$ cat src/design/mcnr_pkg.sv
`timescale 1ns / 1ps
// ----------------------------------------------------------------------------
// mcnr_pkg
// Shared types and constants of the chord-note reference counter.
// ----------------------------------------------------------------------------
package mcnr_pkg;

	localparam int LANES      = 4;
	localparam int NOTES      = 128;
	localparam int DEPTH      = LANES * NOTES;
	localparam int ADDR_W     = $clog2(DEPTH);
	localparam int CHAN_REGS  = 4;
	localparam int FIFO_DEPTH = 4;
	localparam int FIFO_PTR_W = $clog2(FIFO_DEPTH);
	localparam int FIFO_CNT_W = $clog2(FIFO_DEPTH + 1);

	localparam int IN_DATA_W  = 48;
	localparam int OUT_DATA_W = 24;
	localparam int CFG_IDX_W  = 3;
	localparam int CFG_DATA_W = 8;

	localparam logic [CFG_IDX_W-1:0] REG_ROOT_NOTE = 3'd0;
	localparam logic [CFG_IDX_W-1:0] REG_VEL_SCALE = 3'd1;
	localparam logic [CFG_IDX_W-1:0] REG_LANE0_CH  = 3'd2;
	localparam logic [CFG_IDX_W-1:0] REG_LANE1_CH  = 3'd3;
	localparam logic [CFG_IDX_W-1:0] REG_LANE2_CH  = 3'd4;
	localparam logic [CFG_IDX_W-1:0] REG_LANE3_CH  = 3'd5;

	localparam logic [7:0] NOTE_OFF_STATUS = 8'h80;
	localparam logic [7:0] NOTE_ON_STATUS  = 8'h90;
	localparam logic [6:0] NOTE_MIN        = 7'd12;
	localparam logic [6:0] NOTE_MAX        = 7'd127;
	localparam logic [6:0] VEL_MIN         = 7'd1;
	localparam logic [6:0] VEL_MAX         = 7'd127;
	localparam logic [7:0] CNT_MAX         = 8'd255;
	localparam logic       CMD_PLAY        = 1'b0;
	localparam logic       CMD_STOP        = 1'b1;

	typedef logic [4:0] chan_t;

	typedef struct packed {
		logic              cmd;
		logic              lane_ok;
		logic              audible;
		logic [3:0]        chan;
		logic [6:0]        note;
		logic [ADDR_W-1:0] addr;
		logic [14:0]       product;
		logic signed [8:0] offs_sum;
	} req_t;

	typedef struct packed {
		logic       last;
		logic [6:0] velocity;
		logic [6:0] note;
		logic [7:0] status;
	} msg_t;

endpackage

$ cat src/design/midi_chord_note_refcount.sv
`timescale 1ns / 1ps
// Messages of a request are built from the registered request and the registered counter read.
// A new request is taken only after the read-modify-write of the counter RAM for the last one.
// Messages queue in a 4-entry FIFO; s_tready drops while fewer than two slots are free.
// Reset: asynchronous, active low; config registers return to their defaults and a
// clearing pass zeroes the 512 counters, one per cycle, with s_tready low until it ends.
// ----------------------------------------------------------------------------
// midi_chord_note_refcount
// Chord-note play/stop requests to MIDI note-on/off messages with per-lane,
// per-note saturating sounding counts.
// ----------------------------------------------------------------------------
module midi_chord_note_refcount (
	input  logic                                  clk,
	input  logic                                  arst_n,
	input  logic                                  cfg_we,
	input  logic [mcnr_pkg::CFG_IDX_W-1:0]        cfg_index,
	input  logic [mcnr_pkg::CFG_DATA_W-1:0]       cfg_data,
	input  logic                                  s_tvalid,
	output logic                                  s_tready,
	// lane[1:0] interval[8:2] octave_shift[12:9] semitone_shift[17:13]
	// pad_velocity[24:18] velocity_offset[32:25] random_offset[40:33]
	input  logic [mcnr_pkg::IN_DATA_W-1:0]        s_tdata,
	input  logic                                  s_tuser, // command[0]
	output logic                                  m_tvalid,
	input  logic                                  m_tready,
	output logic [mcnr_pkg::OUT_DATA_W-1:0]       m_tdata, // msg_status[7:0] msg_note[14:8] msg_velocity[21:15]
	output logic                                  m_tlast
);

	typedef enum logic [1:0] {
		ST_CLEAR,
		ST_IDLE,
		ST_UPD
	} state_t;

	state_t                                   state_q;
	logic [mcnr_pkg::ADDR_W-1:0]              clr_addr_q;
	logic [6:0]                               root_note_q;
	logic [7:0]                               vel_scale_q;
	mcnr_pkg::chan_t [mcnr_pkg::CHAN_REGS-1:0] lane_chan_q;

	logic                        accept;
	logic                        room2;
	logic [mcnr_pkg::ADDR_W-1:0] rd_addr;
	mcnr_pkg::req_t              req_s1;
	logic [7:0]                  cnt;
	logic                        mem_we;
	logic [mcnr_pkg::ADDR_W-1:0] mem_waddr;
	logic [7:0]                  mem_wdata;
	logic                        upd_we;
	logic [7:0]                  cnt_new;
	logic signed [16:0]          vel_sum;
	logic [6:0]                  vel;
	logic [1:0]                  push_n;
	mcnr_pkg::msg_t              push_a;
	mcnr_pkg::msg_t              push_b;
	logic [7:0]                  st_off;
	logic [7:0]                  st_on;

	assign s_tready = (state_q == ST_IDLE) & room2;
	assign accept   = s_tvalid & s_tready;

	mcnr_calc u_calc (
		.clk            (clk),
		.load           (accept),
		.s_tdata        (s_tdata),
		.s_tuser        (s_tuser),
		.root_note      (root_note_q),
		.velocity_scale (vel_scale_q),
		.lane_chan      (lane_chan_q),
		.rd_addr        (rd_addr),
		.req_s1         (req_s1)
	);

	mcnr_count_mem u_mem (
		.clk   (clk),
		.we    (mem_we),
		.waddr (mem_waddr),
		.wdata (mem_wdata),
		.re    (accept),
		.raddr (rd_addr),
		.rdata (cnt)
	);

	always_comb begin
		vel_sum = signed'({2'b00, req_s1.product})
			+ signed'({{2{req_s1.offs_sum[8]}}, req_s1.offs_sum, 6'b000000});
		if (vel_sum < 17'sd64) begin
			vel = mcnr_pkg::VEL_MIN;
		end else if (vel_sum[16:6] > 11'(mcnr_pkg::VEL_MAX)) begin
			vel = mcnr_pkg::VEL_MAX;
		end else begin
			vel = vel_sum[12:6];
		end
	end

	assign st_off = mcnr_pkg::NOTE_OFF_STATUS | {4'h0, req_s1.chan};
	assign st_on  = mcnr_pkg::NOTE_ON_STATUS | {4'h0, req_s1.chan};

	always_comb begin
		upd_we  = 1'b0;
		cnt_new = cnt;
		push_n  = 2'd0;
		push_a  = '{last: 1'b1, velocity: vel, note: req_s1.note, status: st_on};
		push_b  = '{last: 1'b1, velocity: vel, note: req_s1.note, status: st_on};
		if ((state_q == ST_UPD) && req_s1.lane_ok) begin
			if (req_s1.cmd == mcnr_pkg::CMD_PLAY) begin
				upd_we = 1'b1;
				if (cnt != mcnr_pkg::CNT_MAX) begin
					cnt_new = cnt + 8'd1;
				end
				if (req_s1.audible) begin
					if (cnt != 8'd0) begin
						push_n = 2'd2;
						push_a = '{last: 1'b0, velocity: vel, note: req_s1.note,
							status: st_off};
					end else begin
						push_n = 2'd1;
					end
				end
			end else if (cnt != 8'd0) begin
				upd_we  = 1'b1;
				cnt_new = cnt - 8'd1;
				if ((cnt == 8'd1) && req_s1.audible) begin
					push_n = 2'd1;
					push_a = '{last: 1'b1, velocity: 7'd0, note: req_s1.note,
						status: st_off};
				end
			end
		end
	end

	assign mem_we    = (state_q == ST_CLEAR) | upd_we;
	assign mem_waddr = (state_q == ST_CLEAR) ? clr_addr_q : req_s1.addr;
	assign mem_wdata = (state_q == ST_CLEAR) ? 8'd0 : cnt_new;

	mcnr_msg_fifo u_fifo (
		.clk      (clk),
		.arst_n   (arst_n),
		.push_n   (push_n),
		.push_a   (push_a),
		.push_b   (push_b),
		.room2    (room2),
		.m_tvalid (m_tvalid),
		.m_tready (m_tready),
		.m_tdata  (m_tdata),
		.m_tlast  (m_tlast)
	);

	always_ff @(posedge clk or negedge arst_n) begin
		if (!arst_n) begin
			state_q    <= ST_CLEAR;
			clr_addr_q <= '0;
		end else begin
			case (state_q)
				ST_CLEAR: begin
					clr_addr_q <= clr_addr_q + mcnr_pkg::ADDR_W'(1);
					if (clr_addr_q == mcnr_pkg::ADDR_W'(mcnr_pkg::DEPTH - 1)) begin
						state_q <= ST_IDLE;
					end
				end
				ST_IDLE: begin
					if (accept) begin
						state_q <= ST_UPD;
					end
				end
				ST_UPD: begin
					state_q <= ST_IDLE;
				end
				default: begin
					state_q <= ST_IDLE;
				end
			endcase
		end
	end

	always_ff @(posedge clk or negedge arst_n) begin
		if (!arst_n) begin
			root_note_q    <= 7'd60;
			vel_scale_q    <= 8'd64;
			lane_chan_q[0] <= 5'd0;
			lane_chan_q[1] <= 5'd1;
			lane_chan_q[2] <= 5'd2;
			lane_chan_q[3] <= 5'd3;
		end else if (cfg_we) begin
			case (cfg_index)
				mcnr_pkg::REG_ROOT_NOTE: root_note_q    <= cfg_data[6:0];
				mcnr_pkg::REG_VEL_SCALE: vel_scale_q    <= cfg_data;
				mcnr_pkg::REG_LANE0_CH:  lane_chan_q[0] <= cfg_data[4:0];
				mcnr_pkg::REG_LANE1_CH:  lane_chan_q[1] <= cfg_data[4:0];
				mcnr_pkg::REG_LANE2_CH:  lane_chan_q[2] <= cfg_data[4:0];
				mcnr_pkg::REG_LANE3_CH:  lane_chan_q[3] <= cfg_data[4:0];
				default: begin
				end
			endcase
		end
	end

endmodule

$ cat src/design/mcnr_count_mem.sv
`timescale 1ns / 1ps
// ----------------------------------------------------------------------------
// mcnr_count_mem
// Per-lane, per-note sounding counters; one write port, one registered read.
// ----------------------------------------------------------------------------
module mcnr_count_mem (
	input  logic                       clk,
	input  logic                       we,
	input  logic [mcnr_pkg::ADDR_W-1:0] waddr,
	input  logic [7:0]                 wdata,
	input  logic                       re,
	input  logic [mcnr_pkg::ADDR_W-1:0] raddr,
	output logic [7:0]                 rdata
);

	logic [7:0] mem [mcnr_pkg::DEPTH];

	always_ff @(posedge clk) begin
		if (we) begin
			mem[waddr] <= wdata;
		end
		if (re) begin
			rdata <= mem[raddr];
		end
	end

endmodule

$ cat src/design/mcnr_calc.sv
`timescale 1ns / 1ps
// ----------------------------------------------------------------------------
// mcnr_calc
// Request front end: note arithmetic with clamp, counter address, channel
// lookup and velocity product, registered on accept.
// ----------------------------------------------------------------------------
module mcnr_calc (
	input  logic                                     clk,
	input  logic                                     load,
	input  logic [mcnr_pkg::IN_DATA_W-1:0]           s_tdata,
	input  logic                                     s_tuser,
	input  logic [6:0]                               root_note,
	input  logic [7:0]                               velocity_scale,
	input  mcnr_pkg::chan_t [mcnr_pkg::CHAN_REGS-1:0] lane_chan,
	output logic [mcnr_pkg::ADDR_W-1:0]              rd_addr,
	output mcnr_pkg::req_t                           req_s1
);

	logic [1:0]        lane;
	logic [6:0]        interval;
	logic [3:0]        oct;
	logic [4:0]        semis;
	logic [6:0]        padv;
	logic [7:0]        voff;
	logic [7:0]        vrnd;
	logic signed [9:0] oct_e;
	logic signed [9:0] n_sum;
	logic [6:0]        note;
	mcnr_pkg::chan_t   chan;

	assign lane     = s_tdata[1:0];
	assign interval = s_tdata[8:2];
	assign oct      = s_tdata[12:9];
	assign semis    = s_tdata[17:13];
	assign padv     = s_tdata[24:18];
	assign voff     = s_tdata[32:25];
	assign vrnd     = s_tdata[40:33];

	always_comb begin
		oct_e = signed'({{6{oct[3]}}, oct});
		n_sum = signed'({3'b000, root_note})
			+ signed'({{3{interval[6]}}, interval})
			+ (oct_e <<< 3) + (oct_e <<< 2)
			+ signed'({{5{semis[4]}}, semis});
		if (n_sum < signed'({3'b000, mcnr_pkg::NOTE_MIN})) begin
			note = mcnr_pkg::NOTE_MIN;
		end else if (n_sum > signed'({3'b000, mcnr_pkg::NOTE_MAX})) begin
			note = mcnr_pkg::NOTE_MAX;
		end else begin
			note = n_sum[6:0];
		end
	end

	assign chan    = lane_chan[lane];
	assign rd_addr = mcnr_pkg::ADDR_W'({lane, note});

	always_ff @(posedge clk) begin
		if (load) begin
			req_s1.cmd      <= s_tuser;
			req_s1.lane_ok  <= (32'(lane) < mcnr_pkg::LANES);
			req_s1.audible  <= ~chan[4];
			req_s1.chan     <= chan[3:0];
			req_s1.note     <= note;
			req_s1.addr     <= rd_addr;
			req_s1.product  <= 15'(velocity_scale) * 15'(padv);
			req_s1.offs_sum <= signed'({voff[7], voff}) + signed'({vrnd[7], vrnd});
		end
	end

endmodule

$ cat src/design/mcnr_msg_fifo.sv
`timescale 1ns / 1ps
// ----------------------------------------------------------------------------
// mcnr_msg_fifo
// Small message queue toward the master side; takes up to two messages per
// cycle and flags when two more fit.
// ----------------------------------------------------------------------------
module mcnr_msg_fifo (
	input  logic                              clk,
	input  logic                              arst_n,
	input  logic [1:0]                        push_n,
	input  mcnr_pkg::msg_t                    push_a,
	input  mcnr_pkg::msg_t                    push_b,
	output logic                              room2,
	output logic                              m_tvalid,
	input  logic                              m_tready,
	output logic [mcnr_pkg::OUT_DATA_W-1:0]   m_tdata, // status[7:0] note[14:8] velocity[21:15]
	output logic                              m_tlast
);

	mcnr_pkg::msg_t                  buf_q [mcnr_pkg::FIFO_DEPTH];
	logic [mcnr_pkg::FIFO_PTR_W-1:0] wr_ptr_q;
	logic [mcnr_pkg::FIFO_PTR_W-1:0] rd_ptr_q;
	logic [mcnr_pkg::FIFO_CNT_W-1:0] count_q;
	logic [mcnr_pkg::FIFO_PTR_W-1:0] wr_ptr_b;
	logic                            pop;
	mcnr_pkg::msg_t                  head;

	assign head     = buf_q[rd_ptr_q];
	assign m_tvalid = (count_q != '0);
	assign m_tdata  = {2'b00, head.velocity, head.note, head.status};
	assign m_tlast  = head.last;
	assign pop      = m_tvalid & m_tready;
	assign room2    = (count_q <= mcnr_pkg::FIFO_CNT_W'(mcnr_pkg::FIFO_DEPTH - 2));
	assign wr_ptr_b = wr_ptr_q + mcnr_pkg::FIFO_PTR_W'(1);

	always_ff @(posedge clk) begin
		if (push_n != 2'd0) begin
			buf_q[wr_ptr_q] <= push_a;
		end
		if (push_n == 2'd2) begin
			buf_q[wr_ptr_b] <= push_b;
		end
	end

	always_ff @(posedge clk or negedge arst_n) begin
		if (!arst_n) begin
			wr_ptr_q <= '0;
			rd_ptr_q <= '0;
			count_q  <= '0;
		end else begin
			wr_ptr_q <= wr_ptr_q + mcnr_pkg::FIFO_PTR_W'(push_n);
			if (pop) begin
				rd_ptr_q <= rd_ptr_q + mcnr_pkg::FIFO_PTR_W'(1);
			end
			count_q <= count_q + mcnr_pkg::FIFO_CNT_W'(push_n)
				- mcnr_pkg::FIFO_CNT_W'(pop);
		end
	end

endmodule

$ cat config.mk
export PLATFORM = sky130hd
export DESIGN_NAME = midi_chord_note_refcount
export DESIGN_NICKNAME = d
export VERILOG_FILES = /design/src/design/mcnr_pkg.sv /design/src/design/midi_chord_note_refcount.sv /design/src/design/mcnr_count_mem.sv /design/src/design/mcnr_calc.sv /design/src/design/mcnr_msg_fifo.sv
export SDC_FILE = /design/constraint.sdc
export NUM_CORES = 2
export LEC_CHECK = 0
export BUFFER_PORTS_ARGS = -buffer_cell sky130_fd_sc_hd__buf_4
export CAP_MARGIN = 5
export CORE_MARGIN = 8
export CORE_UTILIZATION = 40
export CTS_CLUSTER_DIAMETER = 200
export DETAILED_ROUTE_END_ITERATION = 8
export PLACE_DENSITY = 0.55
export RECOVER_POWER = 100
export SYNTH_ARGS = -nofsm -noshare
export SYNTH_HDL_FRONTEND = slang
export SYNTH_MEMORY_MAX_BITS = 65536
export SYNTH_SLANG_ARGS = --single-unit
export TNS_END_PERCENT = 20
$ cat constraint.sdc
create_clock -name clk -period 35.8 [get_ports clk]
set_input_delay 3.58 -clock clk [delete_from_list [all_inputs] [get_ports clk]]
set_output_delay 3.58 -clock clk [all_outputs]
set_load 0.01 [all_outputs]
# ---- Word-level counts from Yosys, hierarchy flattened
# Memories as Yosys holds them, arrays and structs flattened. A register that Yosys moved wholly into a read port is not among the register bits.
# Cells that the tools add are included.
dict set report classes {
  n_addsub 14
  n_mul 1
  div 0
  magnitude_cmp 6
  eq_ne 13
  shifts 0
  mux 36
  n_bitwise 5
  reduce_logical 13
}
# operator count
set op_table {}
lappend op_table {{23-bit 2-to-1 mux} 4}
lappend op_table {{22-bit 2-to-1 mux} 2}
lappend op_table {{8-bit 2-to-1 mux} 5}
lappend op_table {{7-bit 2-to-1 mux} 4}
lappend op_table {{16-bit by 15-bit adder with 17-bit output} 1}
lappend op_table {{17-bit by 8-bit less-than comparator with 1-bit output, second input constant} 1}
lappend op_table {{8-bit by 7-bit multiplier with 15-bit output} 1}
lappend op_table {{2-bit AND reduction} 7}
lappend op_table {{2-bit 2-to-1 mux} 6}
lappend op_table {{11-bit by 7-bit greater-than comparator with 1-bit output, second input constant} 1}
lappend op_table {{1-bit 2-to-1 mux} 11}
lappend op_table {{10-bit by 5-bit adder with 10-bit output} 1}
lappend op_table {{10-bit by 6-bit adder with 10-bit output} 1}
lappend op_table {{9-bit by 7-bit adder with 10-bit output} 1}
lappend op_table {{5-bit binary-select mux with 2-bit select} 1}
lappend op_table {{10-bit by 8-bit greater-than comparator with 1-bit output, second input constant} 1}
lappend op_table {{10-bit by 5-bit less-than comparator with 1-bit output, second input constant} 1}
lappend op_table {{8-bit by 7-bit adder with 9-bit output} 1}
lappend op_table {{8-bit by 8-bit adder with 9-bit output} 1}
lappend op_table {{9-bit by 1-bit adder with 9-bit output, second input constant} 1}
lappend op_table {{9-bit equality test, second input constant} 1}
lappend op_table {{9-bit 2-to-1 mux} 1}
lappend op_table {{8-bit by 1-bit adder with 8-bit output, second input constant} 1}
lappend op_table {{8-bit by 1-bit equality test with 1-bit output, second input constant} 1}
lappend op_table {{26 further kinds} 32}
dict set report word_totals {
  regBits 99
  latch_bits 0
  ramBits 4188
  romBits 0
  input_bits 65
  out_inout_bits 27
  memories 2
}
# name depth width rd rd_ports_with_merged_regs write_ports line_no
set mem_list {}
lappend mem_list {u_mem.mem 512 8 1 1 1 mcnr_count_mem.sv:16} ;# logic [7:0] mem [mcnr_pkg::DEPTH];
lappend mem_list {u_fifo.buf_q 4 23 1 0 2 mcnr_msg_fifo.sv:20} ;# mcnr_pkg::msg_t buf_q [mcnr_pkg::FIFO_DEPTH];

# ---- Logic depth before layout (Yosys ltp)
dict set report logic_depth {
  ltp_word 9
  mapped_depth 27
  ltp_nobuf 20
}

# ---- Hierarchy
# Synthesis repeated with hierarchy kept, for this count alone.
dict set report unflattened {
  cells_unflattened 9004
  area_unflattened_um2 172526.7
}
# module n_inst cells_per_inst area_each_um2 seq_area_each_um2
set by_module_without_submodules {}
lappend by_module_without_submodules {mcnr_count_mem 1 8030 160007.2 123238.2}
lappend by_module_without_submodules {mcnr_msg_fifo 1 267 5074.9 2937.8}
lappend by_module_without_submodules {mcnr_calc 1 399 4295.4 1171.1}
lappend by_module_without_submodules {midi_chord_note_refcount 1 308 3149.3 1162.4}

# ---- Worst setup path after synthesis
# Ideal clock, no wire load.
dict set report synth_timing {
  kind {flip-flop to flip-flop}
  from {register u_mem.rdata[2], read port of u_mem.mem}
  to {memory u_mem.mem[0][3], data pin}
  setup_time_ns 4.253
  t_arrival_ns 22.003
  required_time_ns 31.547
  setup_slack_ns 9.544
  path_stages_with_launch 7
  path_buffers 0
  synth_period_minus_slack_ns 26.256
  path_cell_list {edfxtp_1 and3_1 and3_1 and3_1 nor3_1 a21oi_1 o31ai_1}
}
dict set report synth_between {
  elab_chain_cells 5
  word_cells_on_any_way 9
}
# item line_no
set synth_lines {}
lappend synth_lines {{from (decl)} mcnr_count_mem.sv:13} ;# output logic [7:0] rdata
lappend synth_lines {{8-bit by 1-bit adder with 8-bit output (tied with other cells)} midi_chord_note_refcount.sv:110} ;# cnt_new = cnt + 8'd1;
lappend synth_lines {{8-bit 2-to-1 mux (on tied branches)} {midi_chord_note_refcount.sv:109, midi_chord_note_refcount.sv:121}}
lappend synth_lines {{8-bit 2-to-1 mux (*)} midi_chord_note_refcount.sv:107} ;# if (req_s1.cmd == mcnr_pkg::CMD_PLAY) begin
lappend synth_lines {{8-bit 2-to-1 mux (*)} midi_chord_note_refcount.sv:106} ;# if ((state_q == ST_UPD) && req_s1.lane_ok) begin
lappend synth_lines {{8-bit 2-to-1 mux (*)} midi_chord_note_refcount.sv:135} ;# assign mem_wdata = (state_q == ST_CLEAR) ? 8'd0 : cnt_new;
lappend synth_lines {{net mem_wdata[3]} midi_chord_note_refcount.sv:49} ;# logic [7:0] mem_wdata;
lappend synth_lines {{to (decl)} mcnr_count_mem.sv:16}
# The timed path passes the listed nets; every way through them passes the cells marked *.

# ---- Worst setup path after layout
dict set report layout_timing {
  from {input s_tdata[5] (netlist bit)}
  to {register u_mem.rdata[0], read port of u_mem.mem, data pin}
}
dict set report layout_between {
  elab_chain_cells 7
  word_cells_on_any_way 8
}
# item line_no
set layout_lines {}
lappend layout_lines {{from (decl)} midi_chord_note_refcount.sv:22} ;# input logic [mcnr_pkg::IN_DATA_W-1:0] s_tdata,
lappend layout_lines {{8-bit by 7-bit adder with 9-bit output (*)} mcnr_calc.sv:42} ;# + signed'({{3{interval[6]}}, interval})
lappend layout_lines {{9-bit by 7-bit adder with 10-bit output (*)} mcnr_calc.sv:43} ;# + (oct_e <<< 3) + (oct_e <<< 2)
lappend layout_lines {{10-bit by 6-bit adder with 10-bit output (*)} mcnr_calc.sv:43}
lappend layout_lines {{10-bit by 5-bit adder with 10-bit output (*)} mcnr_calc.sv:44} ;# + signed'({{5{semis[4]}}, semis});
lappend layout_lines {{10-bit by 8-bit greater-than comparator with 1-bit output} mcnr_calc.sv:47} ;# end else if (n_sum > signed'({3'b000, mcnr_pkg::NOTE_MAX})) begin
lappend layout_lines {{7-bit 2-to-1 mux} mcnr_calc.sv:47}
lappend layout_lines {{7-bit 2-to-1 mux (*)} mcnr_calc.sv:45} ;# if (n_sum < signed'({3'b000, mcnr_pkg::NOTE_MIN})) begin
# Mark *: on every way between the ends. The rest lies on a longest branch, timed or not.
# A chain may end at the register's enable or synchronous reset.

==> impl_results.md <==
- Total clock sinks: 4270
- Post-synth cell types: 98
- Top delay family on crit path: buffers and inverters
- Final worst slack: 11.93 ns
- LEAKAGE: 64.3 nW
- Worst path bufs/invs: 11
- Kind of critical path: in2reg
- Slowest-stage cell, CP: clkinvlp_2
- DR DRC count: 0
- Post-DRT Antenna Nets: 0
- Post-Route WL: 577 mm
- CORE AREA: 430000 sq um
- Largest net degree at the start of global routing: 183
- Clk Latency, worst-skew pair: 1.00 ns
- Synthesized area per cell: 15.1 sq um
- R2r endpoint: u_mem.rdata[0]$_DFFE_PP_
- Routed via count: 106855
- Path depth of the worst reg2reg path: 25
- Hold-fix buffers, CTS: 0
- Worst R2R Start: root_note_q[1]$_DFFE_PN0P_
- Hold_sp: u_fifo.buf_q[1][4]$_SDFFE_PP1P_
- Cell Count, Final, Fillers Out: 17591
- Syn Inst Count: 11400
- DP Cell Count: 16759
- Routed length per instance: 32.8 um
- Clock-pin transition on the worst setup and hold timing paths: 0.06 ns
- Fin. Hold Viols: 0
- FMAX: 41.9 MHz
- Status: complete, but fails checks
- Clock Skew: 0.0679 ns
- Post-synth top cells: edfxtp_1 (4209), nand2_1 (1884), nor2_1 (640), a21oi_1 (611), mux2i_1 (595)
- Most numerous cell in the Yosys netlist: edfxtp_1
- Asr flop ratio synth: 1.24%
- Die X: 672 um
- GRT Residual Overflow: 0
- Die ar.: 451000 sq um
- Setup crit end kind: register
- DRT met1 WL: 226 mm
- Cts bufs inserted: 437
- Power per cell area: 95.0 nW/um^2
- Synth area leaders: edfxtp_1 (73%), nand2_1 (4.1%), mux2i_1 (3.5%)
- Final setup viols: 0
- Layout cells sized above 1: 10.6%
- Clk Tree Root Cell: clkbuf_16
- RSZ-0062 raised after global routing: false
- Number of iterations in the first detailed-routing pass: 8
- Vias in the first global route: 102638
- Vias/cell: 6.07
- Ys flop type: edfxtp_1
- GPL Wtd Cong: 0.862
- Pre-CTS WS: 20.26 ns
- Hold path depth: 1
- Layout area overhead: 12.2%
- Failing checks: capacitance limit, slew limit
- Iteration-0 DRC Markers: 14793
- Sequential Power Share: 35.6%
- Max-slew headroom: -451%
- FF-to-FF setup slack: 14.73 ns
- Initial Util: 40.0%
- Clock group share of total power: 24.5%
- Switching share of power: 41.3%
- Yosys warnings: 0
- Post-synth top area share: 73.5%
- CP Data Arrival Time: 24.64 ns
- Uppermost layer routed: met5
- Number of fill cells in the layout: 37504
- Max stage delay on crit path: 2.71 ns
- Worst slew pin tran: 8.26 ns
- Die H: 672 um
- GR Util All Layers: 24.6%
- Postcts setup bufs: 0
- Post-synth design cell area: 172000 sq um
- Resized cells post-CTS: 0
- Largest area contributor in the netlist: edfxtp_1
- PortBufs: 79
- Max-slew violation count: 5014
- Comb power frac: 39.8%
- CTS H-tree depth: 5
- Internal: 10.8 mW
- Num ports: 92
- Setup TNS: 0 ns
- Crit-path max FO: 83
- Longest Clk Path Bufs: 4
- Min cycle time layout: 23.87 ns
- Crit path required time: 36.57 ns
- CTS tree: yes
- Sequential share of the synthesized area: 74.3%
- Peak VDD IR: 97.3 uV
- Max Cap Viol: 83
- Worst hold-check path type: reg2reg
- CP Launch Type: primary input
- Util after Layout: 44.9%
- FP Rows: 241
- Nets: 11672
- Initial antenna violation count: 50
- Metal2 WL: 263 mm
- Switch Pwr: 7.57 mW
- DP HPWL: 348 mm
- DR WL met3: 60.9 mm
- Crit path launch: s_tdata[5]
- WHS Endpoint: u_fifo.buf_q[1][4]$_SDFFE_PP1P_
- Register bit total from synthesis: 4270
- Crit share post-route: 66.7%
- Final hold slack: 0.494 ns
- Number of synthesized flops with an enable pin: 4209
- Global-route wire length before repair: 799 mm
-- area by class of cell --
cell class              count  area, sq um  area share [%]
clock buffers             545        11500            5.96
repair buffers            392         2720            1.41
well taps                5710         7140            3.70
inverters                 114          455           0.236
clock inverters           246         2370            1.23
flip-flops and latches   4270       128000            66.3
diodes                     40          100          0.0519
multi-input cells        6274        40800            21.2
-- worst max-delay path by stage --
stage | to | slack [ns] | cells past startpoint
5_1_grt | u_mem.rdata[3]$_DFFE_PP_ | 11.35 | 26
2_1_floorplan | u_mem.mem[0][3]$_DFFE_PP_ | 9.54 | 6
3_5_place_dp | u_mem.rdata[3]$_DFFE_PP_ | 20.26 | 26
4_1_cts | u_mem.rdata[3]$_DFFE_PP_ | 21.27 | 26
3_3_place_gp | u_mem.rdata[3]$_DFFE_PP_ | 20.33 | 26
6_report | u_mem.rdata[0]$_DFFE_PP_ | 11.93 | 26
-- sequential cells by signal, indices dropped and copies added, names as in the netlist --
| name | count |
|---|---|
| u_fifo.count_q | 3 |
| u_calc.req_s1 | 33 |
| u_mem.mem | 4096 |
| u_fifo.buf_q | 80 |
| clr_addr_q | 9 |
| u_fifo.rd_ptr_q | 2 |
| root_note_q | 7 |
| u_mem.rdata | 8 |
| u_fifo.wr_ptr_q | 2 |
| lane_chan_q | 20 |
| vel_scale_q | 8 |
| state_q | 2 |
-- cells in the final DEF (no fill, tap or decap), types with 101 or more instances in the layout --
cell type	count
buf_4	271
mux2i_1	595
nor4_1	105
nand3_1	343
a21oi_1	610
clkbuf_1	203
clkbuf_16	444
nor2_1	627
o21ai_0	166
clkinv_1	101
o22ai_1	181
inv_1	107
nand2_1	1863
edfxtp_1	4209
mux4_2	191
a211oi_1	125
-- worst register-to-register path, delay by kind of cell (launching register included) --
kind | cells | cell delay (ns)
AOI/OAI and AO/OA | 7 | 2.52
buffers and inverters | 10 | 14.53
DFF | 1 | 0.39
and+or+nand+nor | 3 | 1.34
adders and majority gates | 5 | 2.07
-- per-layer routing --
layer,vias up,track usage (%)
li1,44131,-
met1,55084,33.3
met2,6449,38.3
met3,1171,5.34
met4,20,10.7
met5,-,0
-- metrics by stage --
step	cell area, sq um	total power, mW
2_1_floorplan	172000	10.8
3_3_place_gp	180000	13.6
3_5_place_dp	180000	13.6
4_1_cts	193000	18.1
5_1_grt	193000	18.7
6_report	193000	18.3
-- power by group through the flow --
stage / Sequential, mW / Clock, mW / Combinational (mW)
after global routing: 6.55 / 4.72 / 7.48
after global placement: 6.46 / 0 / 7.10
after CTS: 6.36 / 4.54 / 7.20
after floorplan: 7.12 / 0 / 3.68
after detailed placement: 6.47 / 0 / 7.18
final: 6.53 / 4.50 / 7.30
-- logic make-up (layout without fill, tap and decap cells) --
logic type	Yosys count	count (layout)	synth area share, %
DFF	4270	4270	74.3
and+or+nand+nor	3384	3384	8.51
AOI/OAI and AO/OA	1838	1838	7.05
muxes	887	887	6.62
buffers and inverters	859	1297	2.21
adders and majority gates	118	118	1.07
xor gates and xnor gates	42	42	0.214
other	2	45	0.00436
(Power assumes the default switching activity.)
